--- config.mk ---
export PLATFORM = sky130hd
export DESIGN_NAME = scpr_ctrl
export DESIGN_NICKNAME = d
export VERILOG_FILES = /design/src/rtl/scpr_pkg.sv /design/src/rtl/scpr_ctrl.sv
export SDC_FILE = /design/constraint.sdc
export NUM_CORES = 1
export LEC_CHECK = 0
export ABC_AREA = 1
export BUFFER_PORTS_ARGS = -buffer_cell sky130_fd_sc_hd__buf_2
export CAP_MARGIN = 25
export CORE_AREA = 5 5 42 44
export CTS_BUF_LIST = sky130_fd_sc_hd__clkbuf_8
export DETAILED_ROUTE_END_ITERATION = 12
export DIE_AREA = 0 0 47 49
export PLACE_DENSITY = 0.43
export SLEW_MARGIN = 20
export SYNTH_ARGS = -nofsm -noshare
export SYNTH_HDL_FRONTEND = slang
export SYNTH_SLANG_ARGS = --single-unit
--- constraint.sdc ---
create_clock -name clk -period 2.45 [get_ports clk]
set_input_delay 0 -clock clk [delete_from_list [all_inputs] [get_ports clk]]
set_output_delay 0 -clock clk [all_outputs]
set_load 0.01 [all_outputs]
--- src/rtl/scpr_pkg.sv ---
// Package: sizes and controller/datapath handshake types for the replacement unit
`timescale 1ns / 1ps
`default_nettype none
package scpr_pkg;

	localparam int MAX_FRAMES  = 16;
	localparam int PAGE_BITS   = 16;
	localparam int SLOT_W      = $clog2(MAX_FRAMES);
	localparam int FRAME_CNT_W = $clog2(MAX_FRAMES + 1);
	localparam int CFG_W       = 5;
	localparam int FAULT_W     = 32;
	localparam logic [CFG_W-1:0] FRAMES_RESET = CFG_W'(16);

	typedef struct packed {
		logic start;
		logic scan;
		logic take_hit;
		logic fault_prep;
		logic sweep;
		logic evict;
		logic load_out;
	} scpr_cmd_t;

	typedef struct packed {
		logic match_hit;
		logic match_end;
		logic victim;
		logic out_free;
	} scpr_sts_t;

endpackage
`default_nettype wire

--- src/rtl/scpr_ctrl.sv ---
// Controller: sequences match scan, hand sweep, fill and result hand-off
`timescale 1ns / 1ps
`default_nettype none
module scpr_ctrl import scpr_pkg::*; (
	input  wire logic      clk,
	input  wire logic      arst_n,
	input  wire logic      in_valid,
	output      logic      in_ready,
	input  wire scpr_sts_t sts,
	output      scpr_cmd_t cmd
);
	localparam logic [2:0] ST_IDLE  = 3'd0;
	localparam logic [2:0] ST_MATCH = 3'd1;
	localparam logic [2:0] ST_FPREP = 3'd2;
	localparam logic [2:0] ST_SWEEP = 3'd3;
	localparam logic [2:0] ST_EVICT = 3'd4;
	localparam logic [2:0] ST_DONE  = 3'd5;

	logic [2:0] state_q, state_d;

	assign in_ready = (state_q == ST_IDLE);

	always_comb begin
		state_d = state_q;
		cmd     = '0;
		unique case (state_q)
			ST_IDLE: begin
				if (in_valid) begin
					cmd.start = 1'b1;
					state_d   = ST_MATCH;
				end
			end
			ST_MATCH: begin
				cmd.scan = 1'b1;
				priority if (sts.match_hit) begin
					cmd.take_hit = 1'b1;
					state_d      = ST_DONE;
				end else if (sts.match_end) begin
					state_d = ST_FPREP;
				end else begin
					state_d = ST_MATCH;
				end
			end
			ST_FPREP: begin
				cmd.fault_prep = 1'b1;
				state_d        = ST_SWEEP;
			end
			ST_SWEEP: begin
				cmd.sweep = 1'b1;
				if (sts.victim) begin
					state_d = ST_EVICT;
				end
			end
			ST_EVICT: begin
				cmd.evict = 1'b1;
				state_d   = ST_DONE;
			end
			ST_DONE: begin
				if (sts.out_free) begin
					cmd.load_out = 1'b1;
					state_d      = ST_IDLE;
				end
			end
			default: begin
				state_d = ST_IDLE;
			end
		endcase
	end

	always_ff @(posedge clk or negedge arst_n) begin
		if (!arst_n) begin
			state_q <= ST_IDLE;
		end else begin
			state_q <= state_d;
		end
	end
endmodule
`default_nettype wire

Word-level counts from Yosys, hierarchy flattened:

Index checks and enable logic that the tools add are counted.

* logic and storage cells: 26
* input port bits: 7
* flip-flop bits (word level): 3

* muxes and demuxes: 15
* reduce and logical (&&, ||, !) cells: 2
* equality and inequality tests: 8

Operators by type and width (count)
* $pmux 3 s6: 1
* $mux 3: 4
* $mux 1: 8
* $eq 3x2->1 const B: 2
* $eq 3x3->1 const B: 2
* $ne 2x2->1 const B: 3
* $mux 2: 2
* $eq 3x1->1 const B: 1
* $logic_not 3->1: 1
* $reduce_and 3->1: 1

Logic depth before layout (Yosys ltp):

Gate-level depths: netlist (run 1).

* depth in word-level cells: 3
* gate-level depth with buffers: 6
* gate-level depth less buffers: 6

Worst setup path after synthesis (run 1):

OpenSTA, ideal clock, no wires.

* path type: register to register
* start: register state_q[0]
* end: register state_q[1]
* stages on the path, launching flop included: 4
* arrival time: 926 ps
* setup time: 66 ps
* required time: 2384 ps
* path buffers: 0
* path slack: 1458 ps
* period minus slack after synthesis: 992 ps
* path through: dfrtp_1 nor3_1 a31oi_1 nand2_1

* longest elaborated chain between the ends: 3

Ends and longest elaborated chain
* start: declaration: line scpr_ctrl.sv:19 `logic [2:0] state_q, state_d;`
* start signal: assignment: line scpr_ctrl.sv:74 `state_q <= state_d;`
* $eq 3x2->1 (tied with other cells): line scpr_ctrl.sv:26 `unique case (state_q)`
* $ne 2x2->1 (no source line)
* $reduce_and 3->1 (no source line)

Parallel ways exist; a longest one is shown, timed or not.
A chain may end at the register's enable or synchronous reset.

==> run_summary.xml, run 1 <==
<?xml version="1.0" encoding="UTF-8"?>
<metrics>
  <group name="final_layout">
    <metric name="largest_register_ff_count" unit="">3</metric>
    <metric name="stdcell_area" unit="um2">389</metric>
    <metric name="layout.filler_cells" unit="">170</metric>
    <metric name="final_common_cell" unit="">sky130_fd_sc_hd__buf_2</metric>
    <metric name="final_cells" unit="">75</metric>
    <metric name="final_core_utilization" unit="">0.278</metric>
    <metric name="reg.largest.list" unit="">state_q: 3 flops</metric>
    <metric name="syn_to_final_growth" unit="%">59.5</metric>
    <metric name="num_antenna_cells" unit="">0</metric>
    <metric name="nets" unit="">67</metric>
    <metric name="regMostFlops" unit="">state_q</metric>
    <metric name="final_cell_mix" unit="">sky130_fd_sc_hd__buf_2, sky130_fd_sc_hd__inv_1, sky130_fd_sc_hd__nand2_1</metric>
    <metric name="fraction_of_final_layout_cells_with_drive_strength_greater_than_1" unit="">0.407</metric>
  </group>
  <group name="job">
    <metric name="cap_viol_max_count" unit="">0</metric>
  </group>
  <group name="floorplan">
    <metric name="die_height" unit="um">49</metric>
    <metric name="die_w" unit="um">47</metric>
    <metric name="ioPinCount" unit="">15</metric>
    <metric name="floorplan.die_area" unit="mm2">0.00230</metric>
    <metric name="core_area" unit="mm2">0.00140</metric>
    <metric name="num_rows" unit="">14</metric>
    <metric name="initial_utilization" unit="">0.174</metric>
  </group>
  <group name="sta">
    <metric name="report.final.slew_viol_count" unit="">0</metric>
    <metric name="setup_viol" unit="">0</metric>
    <metric name="period_minus_slack" unit="ns">1.16</metric>
    <metric name="fmax" unit="MHz">863</metric>
    <metric name="setup-tns-final" unit="ns">0</metric>
    <metric name="worst_slew_pin_slew" unit="ns">0.235</metric>
    <metric name="grt_setup_unrepaired" unit="">no</metric>
    <metric name="timing.max_slew.rel_slack" unit="">0.842</metric>
    <metric name="timing.clock.skew" unit="ns">0.00264</metric>
    <metric name="hold_viol" unit="">0</metric>
    <metric name="finalCritPeriodShare" unit="">0.473</metric>
  </group>
  <group name="worst_setup_path">
    <metric name="worstPathMaxFanout" unit="">7</metric>
    <metric name="start_kind" unit="">flop</metric>
    <metric name="critical-path-top-delay-family" unit="">flip-flops</metric>
    <metric name="worstReg2RegStart" unit="">state_q[0]$_DFFE_PN0P_</metric>
    <metric name="critical-path-max-stage-delay" unit="ns">0.45</metric>
    <metric name="critical_path.cell_chain" unit="">nor2_1 &gt; nand2_1 &gt; nor2_1 &gt; buf_2</metric>
    <metric name="cp_common_cell" unit="">sky130_fd_sc_hd__nor2_1</metric>
    <metric name="worstReg2RegEnd" unit="">state_q[2]$_DFFE_PN0P_</metric>
    <metric name="worstSetupPathType" unit="">reg2out</metric>
    <metric name="data_required_time_at_the_worst_endpoint" unit="ns">2.45</metric>
    <metric name="critical_path.endpoint_type" unit="">output port</metric>
    <metric name="critical_path_arrival" unit="ns">1.16</metric>
    <metric name="worst-r2r-cell-count" unit="">4</metric>
    <metric name="timing.critical_path.slowest_stage_cell" unit="">sky130_fd_sc_hd__dfrtp_1</metric>
    <metric name="critical_path.n_buffers_inverters" unit="">1</metric>
    <metric name="worst-r2r-setup-slack" unit="ns">1.38</metric>
  </group>
  <group name="hold_path">
    <metric name="min-delay-path-class" unit="">in2reg</metric>
    <metric name="hold_start" unit="">sts[2]</metric>
    <metric name="hold-path-cell-count" unit="">3</metric>
    <metric name="min_to" unit="">state_q[1]$_DFFE_PN0P_</metric>
  </group>
  <group name="grt">
    <metric name="maximum_number_of_pins_on_one_net_before_global_route_repair" unit="">8</metric>
    <metric name="number_of_antenna_violations_at_the_first_check_in_global_routing" unit="">0</metric>
    <metric name="first_global_vias" unit="">307</metric>
    <metric name="grt_first_pass_wirelength" unit="um">1240</metric>
    <metric name="grt_most_used_layer" unit="">met2</metric>
    <metric name="grt_use_met3" unit="">0.0332</metric>
    <metric name="grtUsageMet2" unit="">0.106</metric>
    <metric name="gr-usage-met1" unit="">0.0925</metric>
    <metric name="grt.total_usage" unit="">0.0712</metric>
    <metric name="globalRouteOverflowTotal" unit="">0</metric>
  </group>
  <group name="place">
    <metric name="finalWeightedCongestion" unit="">0.713</metric>
    <metric name="portBuffers" unit="">14</metric>
    <metric name="post-dp-hpwl" unit="um">586</metric>
    <metric name="placed_cells" unit="">70</metric>
    <metric name="postPlaceCellArea" unit="um2">334</metric>
  </group>
  <group name="clocking">
    <metric name="clk_path_buf_depth" unit="">2</metric>
    <metric name="h_tree_depth" unit="">1</metric>
    <metric name="number_of_clock_sinks_seen_by_cts" unit="">3</metric>
    <metric name="cts_inserted_buffers" unit="">3</metric>
    <metric name="clkTransAtPathRegs" unit="ns">0.03</metric>
    <metric name="worst_skew_late_latency" unit="ns">0.21</metric>
    <metric name="tritoncts" unit="">done</metric>
    <metric name="ctsRootBufferMaster" unit="">sky130_fd_sc_hd__clkbuf_8</metric>
  </group>
  <group name="logic_synthesis">
    <metric name="synth_cells" unit="">40</metric>
    <metric name="count_of_warnings_emitted_by_yosys" unit="">0</metric>
    <metric name="synth_seq_cells" unit="">3</metric>
    <metric name="synth_top_family_by_area" unit="">simple AND/OR/NAND/NOR gates</metric>
    <metric name="adder_and_majority_gate_portion_of_the_synthesized_area" unit="">0</metric>
    <metric name="synth_seq_area_share" unit="">0.308</metric>
    <metric name="post_synth.cell_area_avg" unit="um2">6.10</metric>
    <metric name="netlist_area" unit="um2">244</metric>
    <metric name="synth_cell_types" unit="">16</metric>
    <metric name="synth-simple-area-share" unit="">0.390</metric>
    <metric name="synth_compound_area_frac" unit="">0.133</metric>
    <metric name="synth_mux_area_frac" unit="">0</metric>
    <metric name="syn_nets" unit="">47</metric>
    <metric name="synth-xor-area-share" unit="">0</metric>
  </group>
  <group name="route">
    <metric name="vias" unit="">313</metric>
    <metric name="route.detailed.drc" unit="">0</metric>
    <metric name="route.final.wire_length" unit="um">692</metric>
    <metric name="ant_nets" unit="">0</metric>
    <metric name="drt_pass1_iterations" unit="">4</metric>
    <metric name="routed_wire_length_per_instance" unit="um">9.23</metric>
    <metric name="drt-vias-per-instance" unit="">4.17</metric>
    <metric name="drc_marker_count_from_the_first_detailed_route_iteration" unit="">5</metric>
  </group>
  <group name="run_status">
    <metric name="status" unit="">finished, final reports clean</metric>
  </group>
  <group name="power">
    <metric name="design_power_total" unit="W">0.000472</metric>
    <metric name="ir_drop" unit="V">0.000635</metric>
    <metric name="power.density" unit="mW/mm2">1210</metric>
    <metric name="static-leakage-power" unit="nW">0.254</metric>
  </group>
</metrics>
==> cells in the mapped netlist, drive strengths merged <==
master / instances / area share
nor2: 6 / 0.11
o21bai: 1 / 0.031
nand3: 4 / 0.082
a31oi: 1 / 0.026
inv: 10 / 0.15
nand2: 9 / 0.15
clkinv: 1 / 0.015
nor3: 1 / 0.020
dfrtp: 3 / 0.31
nor4: 1 / 0.026
o21ai: 3 / 0.077
==> per-layer routing <==
metal	routed length, um	vias to the layer above	share of wire
met4	0	0	0
met5	0	-	0
li1	-	160	-
met2	380	9	0.55
met3	27	0	0.039
met1	284	144	0.41
==> worst register-to-register path: stages (launching register included) <==
cell and delay (ns):
sky130_fd_sc_hd__dfrtp_1 0.45, sky130_fd_sc_hd__nor2_1 0.15, sky130_fd_sc_hd__nand2_1 0.12, sky130_fd_sc_hd__o21ai_1 0.17
sky130_fd_sc_hd__o21ai_2 0.06
==> how the worst max path moves through the flow <==
stage,start,to,slack (ns),cells after the start
floorplan,state_q[0]$_DFFE_PN0P_,state_q[1]$_DFFE_PN0P_,1.46,3
global placement,state_q[0]$_DFFE_PN0P_,state_q[2]$_DFFE_PN0P_,1.40,4
detailed placement,state_q[0]$_DFFE_PN0P_,state_q[2]$_DFFE_PN0P_,1.38,4
CTS,state_q[0]$_DFFE_PN0P_,cmd[0],1.28,3
global route,state_q[0]$_DFFE_PN0P_,cmd[0],1.14,3
finish,state_q[0]$_DFFE_PN0P_,cmd[6],1.29,4
==> stage by stage <==
stage / worst slack [ns] / hold WS [ns]
floorplan: 1.46 / -0.296
global placement: 1.40 / -0.201
detailed placement: 1.38 / -0.199
CTS: 1.28 / 0.0612
global route: 1.14 / 0.0745
finish: 1.29 / 0.0615
==> what timing repair did <==
| action | in CTS | in global routing |
|---|---|---|
| hold buffers | 1 | 0 |
| setup buffers | 0 | 0 |
| endpoints found under the hold margin | 3 | 0 |
| endpoints found under the setup margin | 0 | 0 |
| resized for setup | 0 | 0 |
==> cell type report <==
type                       instances  area, um2  area share
clock buffer                       3       41.3       0.106
clock inverter                     1       3.75     0.00965
inverter                          11       41.3       0.106
multi-input combinational         26        128       0.328
sequential                         3       75.1       0.193
tap                               16       20.0      0.0514
timing repair buffer              15       80.1       0.206
==> power by group <==
group | internal [W] | switching, W | leakage (nW)
clock network | 0.000107 | 0.0000315 | 0.0269
registers | 0.0000710 | 0.0000343 | 0.0378
logic | 0.0000898 | 0.000138 | 0.189
total | 0.000267 | 0.000204 | 0.254
==> logic make-up (layout without fill, tap and decap cells) <==
kind of cell / Yosys count / in the layout
flip-flops: 3 / 3
AND/OR/NAND/NOR: 21 / 21
AO/OA/AOI/OAI: 5 / 5
buffers and inverters: 11 / 30
Note: power is estimated with default switching activity, not from simulation.
==> run 2: changes to the inputs <==
--- a/config.mk
+++ b/config.mk
@@ -5,14 +5,14 @@
 export SDC_FILE = /design/constraint.sdc
 export NUM_CORES = 1
 export LEC_CHECK = 0
-export ABC_AREA = 1
+export ABC_AREA = 0
 export BUFFER_PORTS_ARGS = -buffer_cell sky130_fd_sc_hd__buf_2
 export CAP_MARGIN = 25
 export CORE_AREA = 5 5 42 44
 export CTS_BUF_LIST = sky130_fd_sc_hd__clkbuf_8
 export DETAILED_ROUTE_END_ITERATION = 12
 export DIE_AREA = 0 0 47 49
-export PLACE_DENSITY = 0.43
+export PLACE_DENSITY = 0.45
 export SLEW_MARGIN = 20
 export SYNTH_ARGS = -nofsm -noshare
 export SYNTH_HDL_FRONTEND = slang
==> constraint.sdc (replaced) <==
create_clock -name clk -period 1.2 [get_ports clk]
set_input_delay 0 -clock clk [delete_from_list [all_inputs] [get_ports clk]]
set_output_delay 0 -clock clk [all_outputs]
set_load 0.01 [all_outputs]
==> run_summary.xml, run 2 <==
<?xml version="1.0" encoding="UTF-8"?>
<metrics>
  <group name="power">
    <metric name="total_switching_power" unit="W">0.000538</metric>
    <metric name="total_internal_power" unit="W">0.000878</metric>
    <metric name="p_sw_frac" unit="">0.380</metric>
    <metric name="p_seq_frac" unit="">0.150</metric>
    <metric name="static-leakage-power" unit="nW">0.260</metric>
    <metric name="pwr-share-comb" unit="">0.647</metric>
    <metric name="p_clk_frac" unit="">0.203</metric>
    <metric name="power.density" unit="mW/mm2">2720</metric>
    <metric name="ir_drop" unit="V">0.00122</metric>
  </group>
  <group name="logic_synthesis">
    <metric name="synth_seq_area_share" unit="">0.276</metric>
    <metric name="yosys.cell_count.top_type" unit="">sky130_fd_sc_hd__nor2_1</metric>
    <metric name="synth.area.top_cells" unit="">sky130_fd_sc_hd__dfrtp_1, sky130_fd_sc_hd__nor3b_1, sky130_fd_sc_hd__nand2b_1, sky130_fd_sc_hd__o32ai_2, sky130_fd_sc_hd__buf_2</metric>
    <metric name="post_synth.cell_area_avg" unit="um2">7.99</metric>
    <metric name="synth_top_cells_by_count" unit="">sky130_fd_sc_hd__nor2_1, sky130_fd_sc_hd__buf_2, sky130_fd_sc_hd__dfrtp_1, sky130_fd_sc_hd__nand2b_1, sky130_fd_sc_hd__nor3b_1</metric>
    <metric name="synth_seq_cells" unit="">3</metric>
    <metric name="synth_top_cell_by_area" unit="">sky130_fd_sc_hd__dfrtp_1</metric>
    <metric name="async_reset_ff_frac" unit="">1.00</metric>
    <metric name="syn_nets" unit="">41</metric>
    <metric name="synth_cell_types" unit="">19</metric>
    <metric name="synth_cells" unit="">34</metric>
    <metric name="count_of_warnings_emitted_by_yosys" unit="">0</metric>
    <metric name="synth_top_cell_area_share" unit="">0.276</metric>
    <metric name="postSynth.topFlopCell" unit="">sky130_fd_sc_hd__dfrtp_1</metric>
    <metric name="number_of_enable_type_register_cells_in_the_synthesized_netlist" unit="">0</metric>
    <metric name="netlist_area" unit="um2">272</metric>
  </group>
  <group name="final_layout">
    <metric name="num_antenna_cells" unit="">0</metric>
    <metric name="final_common_cell" unit="">sky130_fd_sc_hd__buf_2</metric>
    <metric name="final_cells" unit="">75</metric>
    <metric name="fraction_of_final_layout_cells_with_drive_strength_greater_than_1" unit="">0.627</metric>
    <metric name="layout.filler_cells" unit="">157</metric>
    <metric name="multiInputGateArea" unit="um2">213</metric>
    <metric name="regMostFlops" unit="">state_q</metric>
    <metric name="final-seq-area" unit="um2">76.3</metric>
    <metric name="largest_register_ff_count" unit="">3</metric>
    <metric name="reg.largest.list" unit="">state_q: 3 flops</metric>
    <metric name="nets" unit="">67</metric>
    <metric name="final_cell_mix" unit="">sky130_fd_sc_hd__buf_2, sky130_fd_sc_hd__buf_4</metric>
    <metric name="syn_to_final_growth" unit="%">91.7</metric>
  </group>
  <group name="clocking">
    <metric name="tritoncts" unit="">done</metric>
    <metric name="worst_skew_late_latency" unit="ns">0.22</metric>
    <metric name="clkTransAtPathRegs" unit="ns">0.03</metric>
    <metric name="cts_inserted_buffers" unit="">3</metric>
    <metric name="h_tree_depth" unit="">1</metric>
    <metric name="number_of_clock_sinks_seen_by_cts" unit="">3</metric>
    <metric name="clk_path_buf_depth" unit="">2</metric>
    <metric name="ctsRootBufferMaster" unit="">sky130_fd_sc_hd__clkbuf_8</metric>
  </group>
  <group name="sta">
    <metric name="report.final.slew_viol_count" unit="">0</metric>
    <metric name="timing.max_slew.rel_slack" unit="">0.842</metric>
    <metric name="hold_viol" unit="">0</metric>
    <metric name="worst_slew_pin_slew" unit="ns">0.234</metric>
    <metric name="period_minus_slack" unit="ns">1.22</metric>
    <metric name="hold_ws" unit="ns">0.0159</metric>
    <metric name="worst_slack" unit="ns">-0.0226</metric>
    <metric name="setup-tns-final" unit="ns">-0.0226</metric>
    <metric name="fmax" unit="MHz">818</metric>
    <metric name="grt_setup_unrepaired" unit="">yes</metric>
    <metric name="timing.clock.skew" unit="ns">0.000197</metric>
    <metric name="finalCritPeriodShare" unit="">1.02</metric>
    <metric name="setup_viol" unit="">1</metric>
  </group>
  <group name="floorplan">
    <metric name="core_area" unit="mm2">0.00140</metric>
    <metric name="num_rows" unit="">14</metric>
    <metric name="die_height" unit="um">49</metric>
    <metric name="floorplan.die_area" unit="mm2">0.00230</metric>
    <metric name="die_w" unit="um">47</metric>
    <metric name="initial_utilization" unit="">0.194</metric>
    <metric name="ioPinCount" unit="">15</metric>
  </group>
  <group name="route">
    <metric name="routed_wire_length_per_instance" unit="um">11.0</metric>
    <metric name="ant_nets" unit="">0</metric>
    <metric name="drt-vias-per-instance" unit="">4.48</metric>
    <metric name="vias" unit="">336</metric>
    <metric name="route.final.wire_length" unit="um">824</metric>
    <metric name="route.detailed.drc" unit="">0</metric>
    <metric name="drc_marker_count_from_the_first_detailed_route_iteration" unit="">0</metric>
    <metric name="drt_pass1_iterations" unit="">1</metric>
  </group>
  <group name="grt">
    <metric name="maximum_number_of_pins_on_one_net_before_global_route_repair" unit="">11</metric>
    <metric name="first_global_vias" unit="">337</metric>
    <metric name="grt.total_usage" unit="">0.0846</metric>
    <metric name="number_of_antenna_violations_at_the_first_check_in_global_routing" unit="">0</metric>
    <metric name="grt_first_pass_wirelength" unit="um">1370</metric>
    <metric name="globalRouteOverflowTotal" unit="">0</metric>
  </group>
  <group name="worst_setup_path">
    <metric name="worstPathMaxFanout" unit="">4</metric>
    <metric name="worstSetupPathType" unit="">reg2reg</metric>
    <metric name="critical_path_arrival" unit="ns">1.35</metric>
    <metric name="critical_path.endpoint_type" unit="">flop</metric>
    <metric name="data_required_time_at_the_worst_endpoint" unit="ns">1.32</metric>
    <metric name="start_kind" unit="">flop</metric>
  </group>
  <group name="place">
    <metric name="finalWeightedCongestion" unit="">0.713</metric>
    <metric name="post-dp-hpwl" unit="um">579</metric>
    <metric name="portBuffers" unit="">14</metric>
    <metric name="post-place-ws" unit="ns">-0.00391</metric>
    <metric name="placed_cells" unit="">67</metric>
  </group>
  <group name="run_status">
    <metric name="violations" unit="">negative setup slack</metric>
    <metric name="status" unit="">finished, violations left</metric>
  </group>
  <group name="hold_path">
    <metric name="min-delay-path-class" unit="">in2reg</metric>
  </group>
  <group name="job">
    <metric name="cap_viol_max_count" unit="">0</metric>
  </group>
</metrics>
## run 2: cell types whose count changed in the layout (fill, tap and decap cells not counted), sizes merged, moves of 3 or more
cell,delta
nand2b,+3
nand2,-9
nand3,-4
inv,-8
buf,+9
nor3b,+3
## run 2: final cells by class
| class | count | share of cell area |
|---|---|---|
| Timing Repair Buffer | 24 | 0.305 |
| Clock inverter | 1 | 0.00721 |
| Inverter | 2 | 0.0144 |
| Clock buffer | 3 | 0.0793 |
| Sequential cell | 3 | 0.147 |
| Tap cell | 16 | 0.0385 |
| Multi-Input combinational cell | 26 | 0.409 |
## run 2: final timing paths
check | start | end | slack [ns] | cells after the start
hold / removal | sts[1] | state_q[1]$_DFFE_PN0P_ | 0.02 | 2
max in group asynchronous | arst_n | state_q[1]$_DFFE_PN0P_ | 0.97 | 2
setup / recovery | state_q[2]$_DFFE_PN0P_ | state_q[2]$_DFFE_PN0P_ | -0.02 | 3
min in group asynchronous | arst_n | state_q[0]$_DFFE_PN0P_ | 0.11 | 2
hold reg to reg | state_q[2]$_DFFE_PN0P_ | state_q[1]$_DFFE_PN0P_ | 0.65 | 2
setup reg to reg | state_q[2]$_DFFE_PN0P_ | state_q[2]$_DFFE_PN0P_ | -0.02 | 3
## run 2: critical path: stages (launching register included)
cell and delay, ns:
sky130_fd_sc_hd__dfrtp_1 0.39, sky130_fd_sc_hd__and3b_4 0.22, sky130_fd_sc_hd__a211o_1 0.28, sky130_fd_sc_hd__o32ai_2 0.24
## run 2: cell families (layout without fill, tap and decap cells)
logic type             after synthesis  in the layout  share of synthesized area
buffers and inverters                5             30                     0.0829
AND/OR/NAND/NOR                     18             18                      0.419
flip-flops                           3              3                      0.276
AO/OA/AOI/OAI                        8              8                      0.221
## run 2: routing by layer
layer	global-route usage	wire, um	part of all wire
met5	0	0	0
met4	0.0691	17	0.021
met3	0.0221	26	0.032
met2	0.143	457	0.55
met1	0.0795	322	0.39
## run 2: per-stage QoR
stage | total power [W] | util | instance area, um2
floorplan | 0.000635 | - | 272
global placement | 0.000903 | 0.279 | 392
detailed placement | 0.000895 | 0.279 | 392
CTS | 0.00127 | 0.336 | 470
global route | 0.00153 | 0.371 | 520
finish | 0.00142 | 0.371 | 520
## run 2: power by group through the flow
stage	registers [W]	clock network, W	logic, W
floorplan	0.000179	0	0.000456
global placement	0.000196	0	0.000706
detailed placement	0.000199	0	0.000696
CTS	0.000201	0.000287	0.000785
global route	0.000224	0.000303	0.00100
finish	0.000213	0.000287	0.000916
## run 2: what timing repair did
action | CTS | global route
gates resized for setup | 4 | 8
pin swaps | 0 | 2
setup endpoints to repair | 5 | 7
setup buffers | 0 | 3
hold endpoints to repair | 3 | 0
hold buffers | 1 | 0
==> run 3: changes to the inputs <==
--- a/config.mk
+++ b/config.mk
@@ -8,11 +8,12 @@
 export ABC_AREA = 0
 export BUFFER_PORTS_ARGS = -buffer_cell sky130_fd_sc_hd__buf_2
 export CAP_MARGIN = 25
-export CORE_AREA = 5 5 42 44
+export CORE_AREA = 2 2 39 41
 export CTS_BUF_LIST = sky130_fd_sc_hd__clkbuf_8
 export DETAILED_ROUTE_END_ITERATION = 12
-export DIE_AREA = 0 0 47 49
+export DIE_AREA = 0 0 41 43
 export PLACE_DENSITY = 0.45
+export RECOVER_POWER = 25
 export SLEW_MARGIN = 20
 export SYNTH_ARGS = -nofsm -noshare
 export SYNTH_HDL_FRONTEND = slang
==> constraint.sdc (replaced) <==
create_clock -name clk -period 1.5 [get_ports clk]
set_input_delay 0 -clock clk [delete_from_list [all_inputs] [get_ports clk]]
set_output_delay 0 -clock clk [all_outputs]
set_load 0.01 [all_outputs]
==> run_summary.xml, run 3 (synthesis gave the netlist of run 2 again) <==
<?xml version="1.0" encoding="UTF-8"?>
<metrics>
  <group name="clocking">
    <metric name="clk_path_buf_depth" unit="">2</metric>
    <metric name="number_of_clock_sinks_seen_by_cts" unit="">3</metric>
    <metric name="cts_resized" unit="">0</metric>
    <metric name="clkTransAtPathRegs" unit="ns">0.03</metric>
    <metric name="tritoncts" unit="">done</metric>
    <metric name="cts_inserted_buffers" unit="">3</metric>
    <metric name="post_cts_hold_buffer_count" unit="">1</metric>
    <metric name="h_tree_depth" unit="">1</metric>
    <metric name="ctsRootBufferMaster" unit="">sky130_fd_sc_hd__clkbuf_8</metric>
    <metric name="worst_skew_late_latency" unit="ns">0.22</metric>
    <metric name="post-cts-setup-buffer-count" unit="">0</metric>
  </group>
  <group name="route">
    <metric name="route.detailed.drc" unit="">0</metric>
    <metric name="drt-vias-per-instance" unit="">4.52</metric>
    <metric name="drc_marker_count_from_the_first_detailed_route_iteration" unit="">2</metric>
    <metric name="routed_wire_length_per_instance" unit="um">10.7</metric>
    <metric name="drt_pass1_iterations" unit="">3</metric>
    <metric name="route.final.wire_length" unit="um">737</metric>
    <metric name="vias" unit="">312</metric>
    <metric name="ant_nets" unit="">0</metric>
  </group>
  <group name="floorplan">
    <metric name="initial_utilization" unit="">0.196</metric>
    <metric name="core_area" unit="mm2">0.00138</metric>
    <metric name="ioPinCount" unit="">15</metric>
    <metric name="num_rows" unit="">14</metric>
    <metric name="die_w" unit="um">41</metric>
    <metric name="floorplan.die_area" unit="mm2">0.00176</metric>
    <metric name="die_height" unit="um">43</metric>
  </group>
  <group name="final_layout">
    <metric name="largest_register_ff_count" unit="">3</metric>
    <metric name="nets" unit="">61</metric>
    <metric name="fraction_of_final_layout_cells_with_drive_strength_greater_than_1" unit="">0.396</metric>
    <metric name="final-seq-area" unit="um2">75.1</metric>
    <metric name="regMostFlops" unit="">state_q</metric>
    <metric name="final_cells" unit="">69</metric>
    <metric name="layout.filler_cells" unit="">152</metric>
    <metric name="final_common_cell" unit="">sky130_fd_sc_hd__buf_2</metric>
    <metric name="syn_to_final_growth" unit="%">55.8</metric>
    <metric name="final_cell_mix" unit="">sky130_fd_sc_hd__buf_2, sky130_fd_sc_hd__nor2_1</metric>
    <metric name="num_antenna_cells" unit="">0</metric>
    <metric name="multiInputGateArea" unit="um2">174</metric>
    <metric name="reg.largest.list" unit="">state_q: 3 flops</metric>
  </group>
  <group name="place">
    <metric name="post-dp-hpwl" unit="um">565</metric>
    <metric name="portBuffers" unit="">14</metric>
    <metric name="finalWeightedCongestion" unit="">0.649</metric>
    <metric name="placed_cells" unit="">64</metric>
  </group>
  <group name="power">
    <metric name="power.density" unit="mW/mm2">2130</metric>
    <metric name="ir_drop" unit="V">0.000790</metric>
    <metric name="static-leakage-power" unit="nW">0.212</metric>
  </group>
  <group name="worst_setup_path">
    <metric name="worstSetupPathType" unit="">reg2out</metric>
    <metric name="critical_path.endpoint_type" unit="">output port</metric>
    <metric name="critical_path_arrival" unit="ns">1.28</metric>
    <metric name="critical-path-top-delay-family" unit="">flip-flops</metric>
    <metric name="timing.critical_path.slowest_stage_cell" unit="">sky130_fd_sc_hd__dfrtp_1</metric>
    <metric name="data_required_time_at_the_worst_endpoint" unit="ns">1.50</metric>
    <metric name="critical_path.n_buffers_inverters" unit="">2</metric>
    <metric name="critical_path.cell_chain" unit="">buf_4 &gt; nand2b_1 &gt; nor3_1 &gt; buf_2</metric>
    <metric name="critical-path-max-stage-delay" unit="ns">0.41</metric>
    <metric name="worstPathMaxFanout" unit="">7</metric>
    <metric name="start_kind" unit="">flop</metric>
  </group>
  <group name="hold_path">
    <metric name="min-delay-path-class" unit="">in2reg</metric>
  </group>
  <group name="grt">
    <metric name="first_global_vias" unit="">295</metric>
    <metric name="maximum_number_of_pins_on_one_net_before_global_route_repair" unit="">11</metric>
    <metric name="grt.total_usage" unit="">0.116</metric>
    <metric name="number_of_antenna_violations_at_the_first_check_in_global_routing" unit="">0</metric>
    <metric name="globalRouteOverflowTotal" unit="">0</metric>
    <metric name="grt_first_pass_wirelength" unit="um">1230</metric>
  </group>
  <group name="sta">
    <metric name="hold_viol" unit="">0</metric>
    <metric name="timing.max_slew.rel_slack" unit="">0.840</metric>
    <metric name="worst_slew_pin_slew" unit="ns">0.239</metric>
    <metric name="fmax" unit="MHz">783</metric>
    <metric name="period_minus_slack" unit="ns">1.28</metric>
    <metric name="setup-tns-final" unit="ns">0</metric>
    <metric name="finalCritPeriodShare" unit="">0.851</metric>
    <metric name="timing.clock.skew" unit="ns">0.000746</metric>
    <metric name="grt_setup_unrepaired" unit="">no</metric>
    <metric name="setup_viol" unit="">0</metric>
    <metric name="report.final.slew_viol_count" unit="">0</metric>
  </group>
  <group name="job">
    <metric name="cap_viol_max_count" unit="">0</metric>
  </group>
  <group name="run_status">
    <metric name="status" unit="">finished, final reports clean</metric>
  </group>
</metrics>
-- run 3: cell count changes in the layout (fill, tap and decap cells not counted), moves of 2 or more --
cell | before | now
sky130_fd_sc_hd__nand2b_1 | 1 | 3
sky130_fd_sc_hd__buf_6 | 3 | 0
sky130_fd_sc_hd__buf_4 | 6 | 3
sky130_fd_sc_hd__nor3_2 | 2 | 0
sky130_fd_sc_hd__nand2b_4 | 2 | 0
sky130_fd_sc_hd__nor3_1 | 0 | 2
-- run 3: layout make-up --
type	count	share of cell area
Clock buffer	3	0.0976
Inverter	2	0.0178
Clock inverter	1	0.00888
Sequential cell	3	0.178
Timing Repair Buffer	18	0.240
Tap cell	16	0.0473
Multi-Input combinational cell	26	0.411
-- run 3: path summary, 6_finish.rpt --
path	slack, ns	cells after the start	endpoint	startpoint
worst max-delay path	0.22	4	cmd[4]	state_q[2]$_DFFE_PN0P_
worst min-delay path	0.03	2	state_q[1]$_DFFE_PN0P_	sts[1]
worst max register to register	0.23	3	state_q[2]$_DFFE_PN0P_	state_q[1]$_DFFE_PN0P_
worst min register to register	0.67	2	state_q[1]$_DFFE_PN0P_	state_q[2]$_DFFE_PN0P_
max in group asynchronous	1.23	2	state_q[1]$_DFFE_PN0P_	arst_n
min in group asynchronous	0.12	2	state_q[2]$_DFFE_PN0P_	arst_n
-- run 3: report_power, final --
group | internal [W] | switching, W | total, W | leakage, nW
Sequential | 0.000121 | 0.0000524 | 0.000173 | 0.0370
Combinational | 0.000247 | 0.000249 | 0.000496 | 0.148
Clock | 0.000174 | 0.0000571 | 0.000232 | 0.0269
-- run 3: through the flow --
step / worst slack (ns) / hold WS [ns] / utilization / power [W] / instance area (um2)
after floorplan: 0.277 / -0.296 / - / 0.000508 / 272
after global placement: 0.238 / -0.203 / 0.267 / 0.000677 / 369
after detailed placement: 0.227 / -0.201 / 0.267 / 0.000673 / 369
after CTS: 0.211 / 0.0348 / 0.307 / 0.000914 / 424
after global routing: 0.135 / 0.0616 / 0.306 / 0.000993 / 423
final: 0.223 / 0.0264 / 0.306 / 0.000901 / 423
-- run 3: worst register-to-register path, cell delays in order, from the launching register on --
cell                      delay (ns)
sky130_fd_sc_hd__dfrtp_1        0.42
sky130_fd_sc_hd__and3b_4        0.21
sky130_fd_sc_hd__a211o_1        0.31
sky130_fd_sc_hd__o32ai_2        0.23
-- run 3: layer usage --
layer / vias to the layer above / global-route usage / part of all wire
li1: 158 / - / -
met1: 135 / 0.132 / 0.47
met2: 15 / 0.141 / 0.41
met3: 4 / 0.0314 / 0.056
met4: 0 / 0.160 / 0.065
met5: - / 0 / 0
